[config.mk]
export PLATFORM = sky130hd
export DESIGN_NAME = ldpc_hard_decision_decoder_top
export DESIGN_NICKNAME = d
export VERILOG_FILES = /design/src/design/ldpchd_pkg.sv /design/src/design/ldpchd_ctrl.sv /design/src/design/ldpchd_datapath.sv /design/src/design/ldpc_hard_decision_decoder_top.sv
export SDC_FILE = /design/constraint.sdc
export NUM_CORES = 1
export LEC_CHECK = 0
export BUFFER_PORTS_ARGS = -buffer_cell sky130_fd_sc_hd__buf_2
export CAP_MARGIN = 15
export CORE_MARGIN = 5
export CORE_UTILIZATION = 55
export CTS_BUF_LIST = sky130_fd_sc_hd__clkbuf_16
export CTS_CLUSTER_DIAMETER = 80
export CTS_CLUSTER_SIZE = 40
export DETAILED_ROUTE_END_ITERATION = 7
export PLACE_DENSITY = 0.77
export REMOVE_ABC_BUFFERS = 1
export SYNTH_ARGS = -nofsm -noshare
export SYNTH_HDL_FRONTEND = slang
export SYNTH_SLANG_ARGS = --single-unit
[constraint.sdc]
create_clock -name clk -period 2.95 [get_ports clk]
set_input_delay 0.59 -clock clk [delete_from_list [all_inputs] [get_ports clk]]
set_output_delay 0.59 -clock clk [all_outputs]
set_load 0.1 [all_outputs]
[src/design/ldpchd_pkg.sv]
`timescale 1ns / 1ps
// ----------------------------------------------------------------------------
// ldpchd_pkg
// Shared types, code constants and node functions for the hard-decision
// LDPC decoder.
// ----------------------------------------------------------------------------
package ldpchd_pkg;

  localparam int CODE_LENGTH = 12;
  localparam int CHECK_COUNT = 9;
  localparam int ITER_W      = 7;
  localparam int IN_TDATA_W  = 16;
  localparam int OUT_TDATA_W = 24;

  localparam logic [ITER_W-1:0] ITER_RESET = 7'd100;

  typedef logic [CODE_LENGTH-1:0]                  word_t;
  typedef logic [CHECK_COUNT-1:0][CODE_LENGTH-1:0] msg_t;

  // parity-check matrix, row r bit i set where check r sees variable i
  localparam msg_t H = {
    12'h90C, 12'h2A2, 12'h249, 12'h512, 12'h8C4,
    12'hC24, 12'h152, 12'h419, 12'h2A1
  };

  typedef enum logic [1:0] {
    ST_IDLE,
    ST_RUN,
    ST_EMIT
  } state_t;

  typedef struct packed {
    logic load;
    logic step;
    logic emit;
  } cmd_t;

  typedef struct packed {
    logic finish;    // this pass is the last one
    logic out_free;  // output register can take a word
  } status_t;

  // check nodes: extrinsic XOR back to each neighbour
  function automatic msg_t check_pass(input msg_t tc);
    msg_t tv;
    logic par;
    for (int r = 0; r < CHECK_COUNT; r++) begin
      par   = ^(tc[r] & H[r]);
      tv[r] = ({CODE_LENGTH{par}} ^ tc[r]) & H[r];
    end
    return tv;
  endfunction

  function automatic logic all_even(input msg_t tc);
    logic ok;
    ok = 1'b1;
    for (int r = 0; r < CHECK_COUNT; r++) begin
      if (^(tc[r] & H[r])) ok = 1'b0;
    end
    return ok;
  endfunction

  // variable nodes: majority of channel bit and the two other checks
  function automatic msg_t var_update(input word_t chan, input msg_t tv);
    msg_t tc;
    logic [1:0] cnt;
    tc = '0;
    for (int i = 0; i < CODE_LENGTH; i++) begin
      for (int r = 0; r < CHECK_COUNT; r++) begin
        if (H[r][i]) begin
          cnt = {1'b0, chan[i]};
          for (int r2 = 0; r2 < CHECK_COUNT; r2++) begin
            if (r2 != r && H[r2][i]) cnt = cnt + {1'b0, tv[r2][i]};
          end
          tc[r][i] = (cnt >= 2'd2);
        end
      end
    end
    return tc;
  endfunction

  // final decision: at least three of four ones, ties to 0
  function automatic word_t decide(input word_t chan, input msg_t tv);
    word_t dec;
    logic [2:0] cnt;
    for (int i = 0; i < CODE_LENGTH; i++) begin
      cnt = {2'b00, chan[i]};
      for (int r = 0; r < CHECK_COUNT; r++) begin
        if (H[r][i]) cnt = cnt + {2'b00, tv[r][i]};
      end
      dec[i] = (cnt >= 3'd3);
    end
    return dec;
  endfunction

endpackage

[src/design/ldpchd_ctrl.sv]
`timescale 1ns / 1ps
// ----------------------------------------------------------------------------
// ldpchd_ctrl
// Sequencer: load word, one decoding pass a cycle, then hand the result on.
// ----------------------------------------------------------------------------
module ldpchd_ctrl (
  input  logic               clk,
  input  logic               rst_n,
  input  logic               in_tvalid,
  output logic               in_tready,
  input  ldpchd_pkg::status_t status,
  output ldpchd_pkg::cmd_t    cmd
);

  ldpchd_pkg::state_t state_r, state_nxt;

  always_ff @(posedge clk) begin
    if (!rst_n) begin
      state_r <= ldpchd_pkg::ST_IDLE;
    end else begin
      state_r <= state_nxt;
    end
  end

  always_comb begin
    state_nxt = state_r;
    case (state_r)
      ldpchd_pkg::ST_IDLE: begin
        if (in_tvalid) state_nxt = ldpchd_pkg::ST_RUN;
      end
      ldpchd_pkg::ST_RUN: begin
        if (status.finish) state_nxt = ldpchd_pkg::ST_EMIT;
      end
      ldpchd_pkg::ST_EMIT: begin
        if (status.out_free) state_nxt = ldpchd_pkg::ST_IDLE;
      end
      default: state_nxt = ldpchd_pkg::ST_IDLE;
    endcase
  end

  always_comb begin
    in_tready = 1'b0;
    cmd       = '0;
    case (state_r)
      ldpchd_pkg::ST_IDLE: begin
        in_tready = 1'b1;
        cmd.load  = in_tvalid;
      end
      ldpchd_pkg::ST_RUN: begin
        cmd.step = 1'b1;
      end
      ldpchd_pkg::ST_EMIT: begin
        cmd.emit = status.out_free;
      end
      default: begin
        in_tready = 1'b0;
      end
    endcase
  end

endmodule

[src/design/ldpchd_datapath.sv]
`timescale 1ns / 1ps
// ----------------------------------------------------------------------------
// ldpchd_datapath
// Message registers, parallel check/variable node logic, iteration limit
// register and the output word register.
// ----------------------------------------------------------------------------
module ldpchd_datapath (
  input  logic                                  clk,
  input  logic                                  rst_n,
  input  logic                                  cfg_wr_en,
  input  logic [ldpchd_pkg::ITER_W-1:0]          cfg_wr_data,
  input  ldpchd_pkg::word_t                      word_in,
  input  ldpchd_pkg::cmd_t                       cmd,
  output ldpchd_pkg::status_t                    status,
  output logic                                  out_tvalid,
  input  logic                                  out_tready,
  output logic [ldpchd_pkg::OUT_TDATA_W-1:0]     out_tdata
);

  logic [ldpchd_pkg::ITER_W-1:0] max_iter_r;
  logic [ldpchd_pkg::ITER_W-1:0] limit;
  logic [ldpchd_pkg::ITER_W-1:0] iter_r;
  logic [ldpchd_pkg::ITER_W-1:0] iter_inc;
  ldpchd_pkg::word_t             chan_r;
  ldpchd_pkg::msg_t              to_chk_r;
  ldpchd_pkg::msg_t              to_var_r;
  ldpchd_pkg::msg_t              to_var_nxt;
  logic                          even;
  logic                          last;
  logic                          sat_r;
  logic                          out_valid_r;
  logic [ldpchd_pkg::OUT_TDATA_W-1:0] out_data_r;

  assign limit      = (max_iter_r == '0) ? ldpchd_pkg::ITER_W'(1) : max_iter_r;
  assign iter_inc   = iter_r + ldpchd_pkg::ITER_W'(1);
  assign to_var_nxt = ldpchd_pkg::check_pass(to_chk_r);
  assign even       = ldpchd_pkg::all_even(to_chk_r);
  assign last       = (iter_inc == limit);

  assign status.finish   = even | last;
  assign status.out_free = ~out_valid_r | out_tready;

  always_ff @(posedge clk) begin
    if (!rst_n) begin
      max_iter_r <= ldpchd_pkg::ITER_RESET;
    end else if (cfg_wr_en) begin
      max_iter_r <= cfg_wr_data;
    end
  end

  always_ff @(posedge clk) begin
    if (cmd.load) begin
      chan_r <= word_in;
      iter_r <= '0;
      for (int r = 0; r < ldpchd_pkg::CHECK_COUNT; r++) begin
        to_chk_r[r] <= word_in & ldpchd_pkg::H[r];
      end
    end else if (cmd.step) begin
      iter_r   <= iter_inc;
      to_var_r <= to_var_nxt;
      sat_r    <= even;
      // no variable update once converged or on the final pass
      if (!even && !last) begin
        to_chk_r <= ldpchd_pkg::var_update(chan_r, to_var_nxt);
      end
    end
  end

  always_ff @(posedge clk) begin
    if (!rst_n) begin
      out_valid_r <= 1'b0;
    end else if (cmd.emit) begin
      out_valid_r <= 1'b1;
    end else if (out_tready) begin
      out_valid_r <= 1'b0;
    end
  end

  always_ff @(posedge clk) begin
    if (cmd.emit) begin
      out_data_r <= {4'b0000, iter_r, sat_r, ldpchd_pkg::decide(chan_r, to_var_r)};
    end
  end

  assign out_tvalid = out_valid_r;
  assign out_tdata  = out_data_r;

endmodule

[src/design/ldpc_hard_decision_decoder_top.sv]
`timescale 1ns / 1ps
// ----------------------------------------------------------------------------
// ldpc_hard_decision_decoder_top
// Hard-decision message-passing decoder for a fixed 9x12 LDPC code.
// ----------------------------------------------------------------------------
// Usage:
//   in_*  : one 12-bit received word per accepted word (stream handshake).
//   out_* : one result word per input: decoded word, parity flag and the
//           number of check passes used.
//   cfg_* : cfg_wr_en writes the iteration limit (0 acts as 1). The user must
//           write it only while the decoder is idle; it is not enforced.
// Timing: the word is loaded, then one pass per cycle runs (all node logic in
//   parallel) until all checks are even or the limit is reached, and then
//   the result is registered; the number of passes N is at most the limit.
//   Only one word is decoded at a time; in_tready is high while idle.
// Reset: rst_n low clears the sequencer and output valid and sets the limit
//   to 100.
// Stall: a finished result waits in the output register; a new word can be
//   taken and decoded meanwhile and holds at the end until the slot frees.
// ----------------------------------------------------------------------------
module ldpc_hard_decision_decoder_top (
  input  logic                                 clk,
  input  logic                                 rst_n,
  input  logic                                 in_tvalid,
  output logic                                 in_tready,
  input  logic [ldpchd_pkg::IN_TDATA_W-1:0]     in_tdata,   // [11:0] received_word
  output logic                                 out_tvalid,
  input  logic                                 out_tready,
  output logic [ldpchd_pkg::OUT_TDATA_W-1:0]    out_tdata,  // [11:0] decoded_word,
                                                            // [12] parity_satisfied,
                                                            // [19:13] iterations_used
  input  logic                                 cfg_wr_en,
  input  logic [ldpchd_pkg::ITER_W-1:0]         cfg_wr_data
);

  ldpchd_pkg::cmd_t    cmd;
  ldpchd_pkg::status_t status;

  ldpchd_ctrl u_ctrl (
    .clk       (clk),
    .rst_n     (rst_n),
    .in_tvalid (in_tvalid),
    .in_tready (in_tready),
    .status    (status),
    .cmd       (cmd)
  );

  ldpchd_datapath u_datapath (
    .clk         (clk),
    .rst_n       (rst_n),
    .cfg_wr_en   (cfg_wr_en),
    .cfg_wr_data (cfg_wr_data),
    .word_in     (in_tdata[ldpchd_pkg::CODE_LENGTH-1:0]),
    .cmd         (cmd),
    .status      (status),
    .out_tvalid  (out_tvalid),
    .out_tready  (out_tready),
    .out_tdata   (out_tdata)
  );

endmodule

==> results of run 1 <==
==> cells by family after synthesis <==
group	after synthesis	share of synthesized area, %
flops	122	52.4
xor+xnor	110	15.2
simple gates	92	6.12
fa+ha+maj	85	18.7
compound gates	57	5.07
buf+inv	14	1.01
mux	10	1.50
other cells	1	0.0563
==> per-layer routing <==
metal  routed length (um)  vias up
met2                 6390       79
met4                  123        0
met5                    0        -
li1                     -     1828
met3                  480       12
met1                 4940     1914
==> sequential cells by signal (all words and copies together) (netlist names) <==
register,count
u_ctrl.state_r,2
u_datapath.chan_r,12
u_datapath.iter_r,7
u_datapath.max_iter_r,7
u_datapath.out_tdata,20
u_datapath.out_tvalid,1
u_datapath.sat_r,1
u_datapath.to_chk_r,36
u_datapath.to_var_r,36
==> layout make-up <==
cell class | instances | area share, %
flip-flops and latches | 122 | 45.5
multi-input cells | 358 | 40.7
clock buffers | 21 | 6.84
repair buffers | 50 | 3.58
well taps | 147 | 2.39
clock inverters | 11 | 0.961
inverters | 1 | 0.0489
==> cell usage after synthesis, types with 2 or more instances <==
| cell | count |
|---|---|
| edfxtp_1 | 105 |
| xnor2_1 | 62 |
| ha_1 | 61 |
| nand2_1 | 49 |
| xor2_1 | 45 |
| a21oi_1 | 37 |
| fa_1 | 24 |
| nor2_1 | 21 |
| dfxtp_1 | 17 |
| a21o_1 | 13 |
| mux2i_1 | 10 |
| clkbuf_1 | 8 |
| nor2b_1 | 6 |
| buf_4 | 4 |
| nand4_1 | 4 |
| nand2b_1 | 3 |
| and3_1 | 2 |
==> worst paths after layout <==
path                               startpoint                                  to  cells after the start
max reg2reg  u_datapath.to_chk_r[5]$_DFFE_PP_   u_datapath.to_chk_r[41]$_DFFE_PP_                      8
min                               in_tdata[2]      u_datapath.chan_r[2]$_DFFE_PP_                      1
max          u_datapath.to_chk_r[5]$_DFFE_PP_   u_datapath.to_chk_r[41]$_DFFE_PP_                      8
min reg2reg        u_datapath.sat_r$_DFFE_PP_  u_datapath.out_tdata[12]$_DFFE_PP_                      0
==> critical path, cell delays in order (launching register included) <==
cell,delay (ns)
edfxtp_1,0.42
xnor2_1,0.32
xnor2_1,0.24
xor2_1,0.46
xor2_1,0.24
ha_1,0.28
nand2_1,0.08
xor2_1,0.18
a21oi_1,0.11
==> stage by stage <==
step | util, % | setup slack [ns] | hold WS, ns
2_1_floorplan | - | -1.56 | 0.400
6_report | 64.2 | 0.333 | 0.374
3_3_place_gp | 59.2 | 0.466 | 0.420
4_1_cts | 64.2 | 0.357 | 0.359
3_5_place_dp | 59.2 | 0.422 | 0.408
5_1_grt | 64.2 | 0.131 | 0.363
==> reports/metrics.csv, run 1 <==
metric,value,unit
status,finished clean,
grt_pass1_wl,20200,um
yosys_warnings,0,
dpl.hpwl,8320,um
clock_sinks,122,
rrSetupSlack,0.33,ns
hold_viol,0,
synth_top_area_share,47.3,%
tightest_slew,0.525,ns
synth_top_area_cell,edfxtp_1,
routed_wl,11900,um
synth_cell_types,37,
nets,663,
wire_per_inst,16.8,um
cts_max_level,4,
core_area,12000,sq um
critPathKind,reg2reg,
register_area,3490,sq um
grtUsageMet2,31.9,%
critPathArrivalTime,2.74,ns
rows,40,
syn-cell-area,6670,sq um
antenna_left,0,
dpl_cell_area,7080,sq um
drc,0,
clockBufferDepth,2,
drive_above_1_share,16.3,%
grt_pass1_vias,4173,
start_kind,flop,
drv_cap,0,
die-height,120,um
grt.total_usage,18.0,%
cts_buffers,17,
synth-edff-count,105,
finalClockSkew,0.0102,ns
cts_root_buffer,clkbuf_16,
fillers,878,
clk_pin_slew_worst_paths,0.06,ns
period_share,88.7,%
synth-async-reset-ratio,0,%
postCtsHoldBufs,0,
multi_input_area,3130,sq um
gp_congestion,0.813,
setup_viol,0,
drt_pass1_iterations,4,
syn_avg_cell_area,13.6,sq um
rsz0062_at_grt,false,
cts_tree,built,
grt_remaining_overflow,0,
max-slew-margin-rel,64.9,%
placed_cells,678,
grtUsageMet1,21.5,%
cts_resized,0,
portBuffers,45,
fmax,382,MHz
min_path_type,in2reg,
ys_dominant_reg_cell,edfxtp_1,
synth_area_leaders,"edfxtp_1 47%, ha_1 11%, xnor2_1 8.1%",
cts_setup_buffers,0,
finalSetupTns,0,ns
post-route-min-period,2.62,ns
viasPerCell,5.40,
diodes,0,
final_common_cell,edfxtp_1,
grt_max_degree,49,
path_max_fanout,3,
dieArea,14400,sq um
start_util,55.7,%
ys_ff_latch,122,
antenna_found_initial,0,
final_area,7680,sq um
instances_no_fill,710,
vias,3833,
synthCells,491,
worstSkewPairLatency,0.41,ns
crit_path_end_kind,flop,
top_usage_layer,met2,
critical_path_required,3.08,ns
final_cell_mix,"105 x edfxtp_1, 62 x xnor2_1, 61 x ha_1, 49 x nand2_1",
drt_iter0_drc,212,
yosysSeqAreaShare,52.4,%
slew_violations,0,
die_w,120,um
syn_to_final_growth,15.2,%
grt.met3_usage,4.57,%
io_pins,54,
Power of run 1 is left out: the tool's default activity adds up to more than one toggle a clock period on the data nets, which glitch-free logic cannot reach.
==> inputs of run 2 (changes only) <==
- CTS_BUF_LIST: sky130_fd_sc_hd__clkbuf_16 -> unset
- SYNTH_HIERARCHICAL: unset -> 1
==> run 2 against run 1 <==
  * Final area is 2.3% higher
  * Clock skew is 0.0055 ns lower
  * Utilization is 0.95 points higher
  * Synthesized cell count is 0.41% higher
  * Fmax is 1.4% higher
  * Flip-flop and latch count stayed put
  * Via count is 1.6% higher
  * Wire length is 2.4% higher
  * Final cell count is 3.8% higher
  * Highest routed layer unchanged
==> reports/metrics.csv, run 2 <==
metric,value,unit
die-height,121,um
dpl_cell_area,7260,sq um
synth_xor_area_share,15.9,%
min_path_type,in2reg,
drt_pass1_iterations,4,
die_w,121,um
drc,0,
vias,3895,
grt.met3_usage,4.80,%
rows,40,
cts_max_level,4,
gp_congestion,0.830,
dpl.hpwl,8640,um
synth-compound-area-share,4.78,%
synthCells,493,
nets,669,
synth_mux_area_share,1.68,%
grtUsageMet1,20.9,%
critPathArrivalTime,2.64,ns
antenna_left,0,
start_util,56.2,%
clock_sinks,122,
synth_cell_types,40,
dieArea,14600,sq um
crit_path_end_kind,flop,
hold_viol,0,
synthAdderAreaFrac,18.4,%
cp_common_cell,buf_4,
cts_setup_buffers,0,
ys_ff_latch,122,
crit_path_top_delay_cell,xor3_2,
top_usage_layer,met2,
yosysSeqAreaShare,51.6,%
fillers,886,
cp_cell_sequence,xor3_2 > xnor2_1 > nand3_1 > nor4_2 > buf_4 > a221oi_4 > buf_4,
diodes,0,
worstSkewPairLatency,0.42,ns
grt_pass1_wl,20100,um
antenna_found_initial,0,
register_area,3490,sq um
setup_viol,0,
routed_wl,12200,um
wire_per_inst,16.6,um
final_cell_mix,"105 x edfxtp_1, 61 x ha_1, 59 x xnor2_1, 45 x buf_2, 45 x nand2_1",
viasPerCell,5.28,
tightest_slew,0.641,ns
max-slew-margin-rel,57.3,%
cts_root_buffer,clkbuf_16,
core_area,12100,sq um
final_area,7860,sq um
synth-edff-count,105,
critPathKind,reg2reg,
fmax,387,MHz
drive_above_1_share,16.7,%
critical_path.max_stage_delay,0.50,ns
grt_max_degree,48,
postCtsHoldBufs,0,
yosysMostFrequentCell,edfxtp_1,
cts_tree,built,
syn_avg_cell_area,13.7,sq um
portBuffers,45,
grt_pass1_vias,4226,
ys_dominant_reg_cell,edfxtp_1,
syn-cell-area,6770,sq um
synth_common_cells,"105 x edfxtp_1, 61 x ha_1, 59 x xnor2_1",
rsz0062_at_grt,false,
cts_buffers,17,
drt_iter0_drc,152,
critical_path_required,3.01,ns
clk_pin_slew_worst_paths,0.06,ns
synth-async-reset-ratio,0,%
cts_resized,0,
synth_area_leaders,"edfxtp_1 47%, ha_1 11%, xnor2_1 7.6%",
drv_cap,0,
synth_top_area_share,46.6,%
synth-simple-area-share,6.48,%
grt.total_usage,18.1,%
syn_to_final_growth,16.1,%
synth_top_area_cell,edfxtp_1,
start_kind,flop,
slew_violations,0,
finalClockSkew,0.00472,ns
period_share,87.5,%
grtUsageMet2,31.0,%
clockBufferDepth,2,
yosys_warnings,6,
grt_remaining_overflow,0,
multi_input_area,3240,sq um
synth_top_family_by_area,adder cells,
status,finished clean,
final_common_cell,edfxtp_1,
path_max_fanout,36,
post-route-min-period,2.58,ns
io_pins,54,
[run 2: changes by cell type after synthesis, sizes merged, moves of 3 or more]
cell,previous run,this run
nand2,49,45
xnor2,63,59
inv,1,4
mux2,0,3
xnor3,1,4
xor3,1,4
[run 2: per-stage QoR]
| step | std cells | hold slack [ns] | setup slack, ns | utilization, % | setup TNS, ns |
|---|---|---|---|---|---|
| after floorplan | 484 | 0.400 | -3.49 | - | -168.87 |
| after global placement | 705 | 0.413 | 0.406 | 60.2 | 0 |
| after detailed placement | 705 | 0.438 | 0.358 | 60.2 | 0 |
| after CTS | 737 | 0.342 | 0.346 | 65.2 | 0 |
| after global routing | 737 | 0.350 | 0.221 | 65.2 | 0 |
| final | 737 | 0.362 | 0.369 | 65.2 | 0 |
[run 2: cell families (layout without fill, tap and decap cells)]
logic type	count (synthesis)	count (layout)
DFF	122	122
other	1	4
buffers and inverters	16	89
xor gates and xnor gates	110	110
adders and majority gates	85	85
AOI/OAI and AO/OA	55	55
and+or+nand+nor	93	93
muxes	11	11
[run 2: layer usage]
metal  part of all wire (%)  vias up
met3                    4.0       25
li1                       -     1853
met2                     52       75
met1                     42     1942
met4                    2.5        0
met5                      0        -
[run 2: cell type report]
class                      count  area share (%)
clock inverter                12            1.88
sequential                   122            44.4
multi-input combinational    358            41.2
clock buffer                  20            5.81
inverter                       4           0.191
timing repair buffer          53            3.79
tap                          168            2.67
[run 2: final timing paths]
path / cells past startpoint / slack, ns / from / end
min: 1 / 0.36 / in_tdata[3] / u_datapath/chan_r[3]$_DFFE_PP_
max: 7 / 0.37 / u_datapath/to_chk_r[61]$_DFFE_PP_ / u_datapath/to_chk_r[59]$_DFFE_PP_
max reg2reg: 7 / 0.37 / u_datapath/to_chk_r[61]$_DFFE_PP_ / u_datapath/to_chk_r[59]$_DFFE_PP_
min reg2reg: 0 / 0.44 / u_datapath/sat_r$_DFFE_PP_ / u_datapath/out_tdata[12]$_DFFE_PP_
[run 2: critical path, delay by kind of cell (launching register included)]
| kind | cells | cell delay, ns |
|---|---|---|
| xor+xnor | 2 | 0.68 |
| buf+inv | 2 | 0.61 |
| flops | 1 | 0.48 |
| compound gates | 1 | 0.27 |
| simple gates | 2 | 0.17 |
Power of run 2 is left out for the same reason.
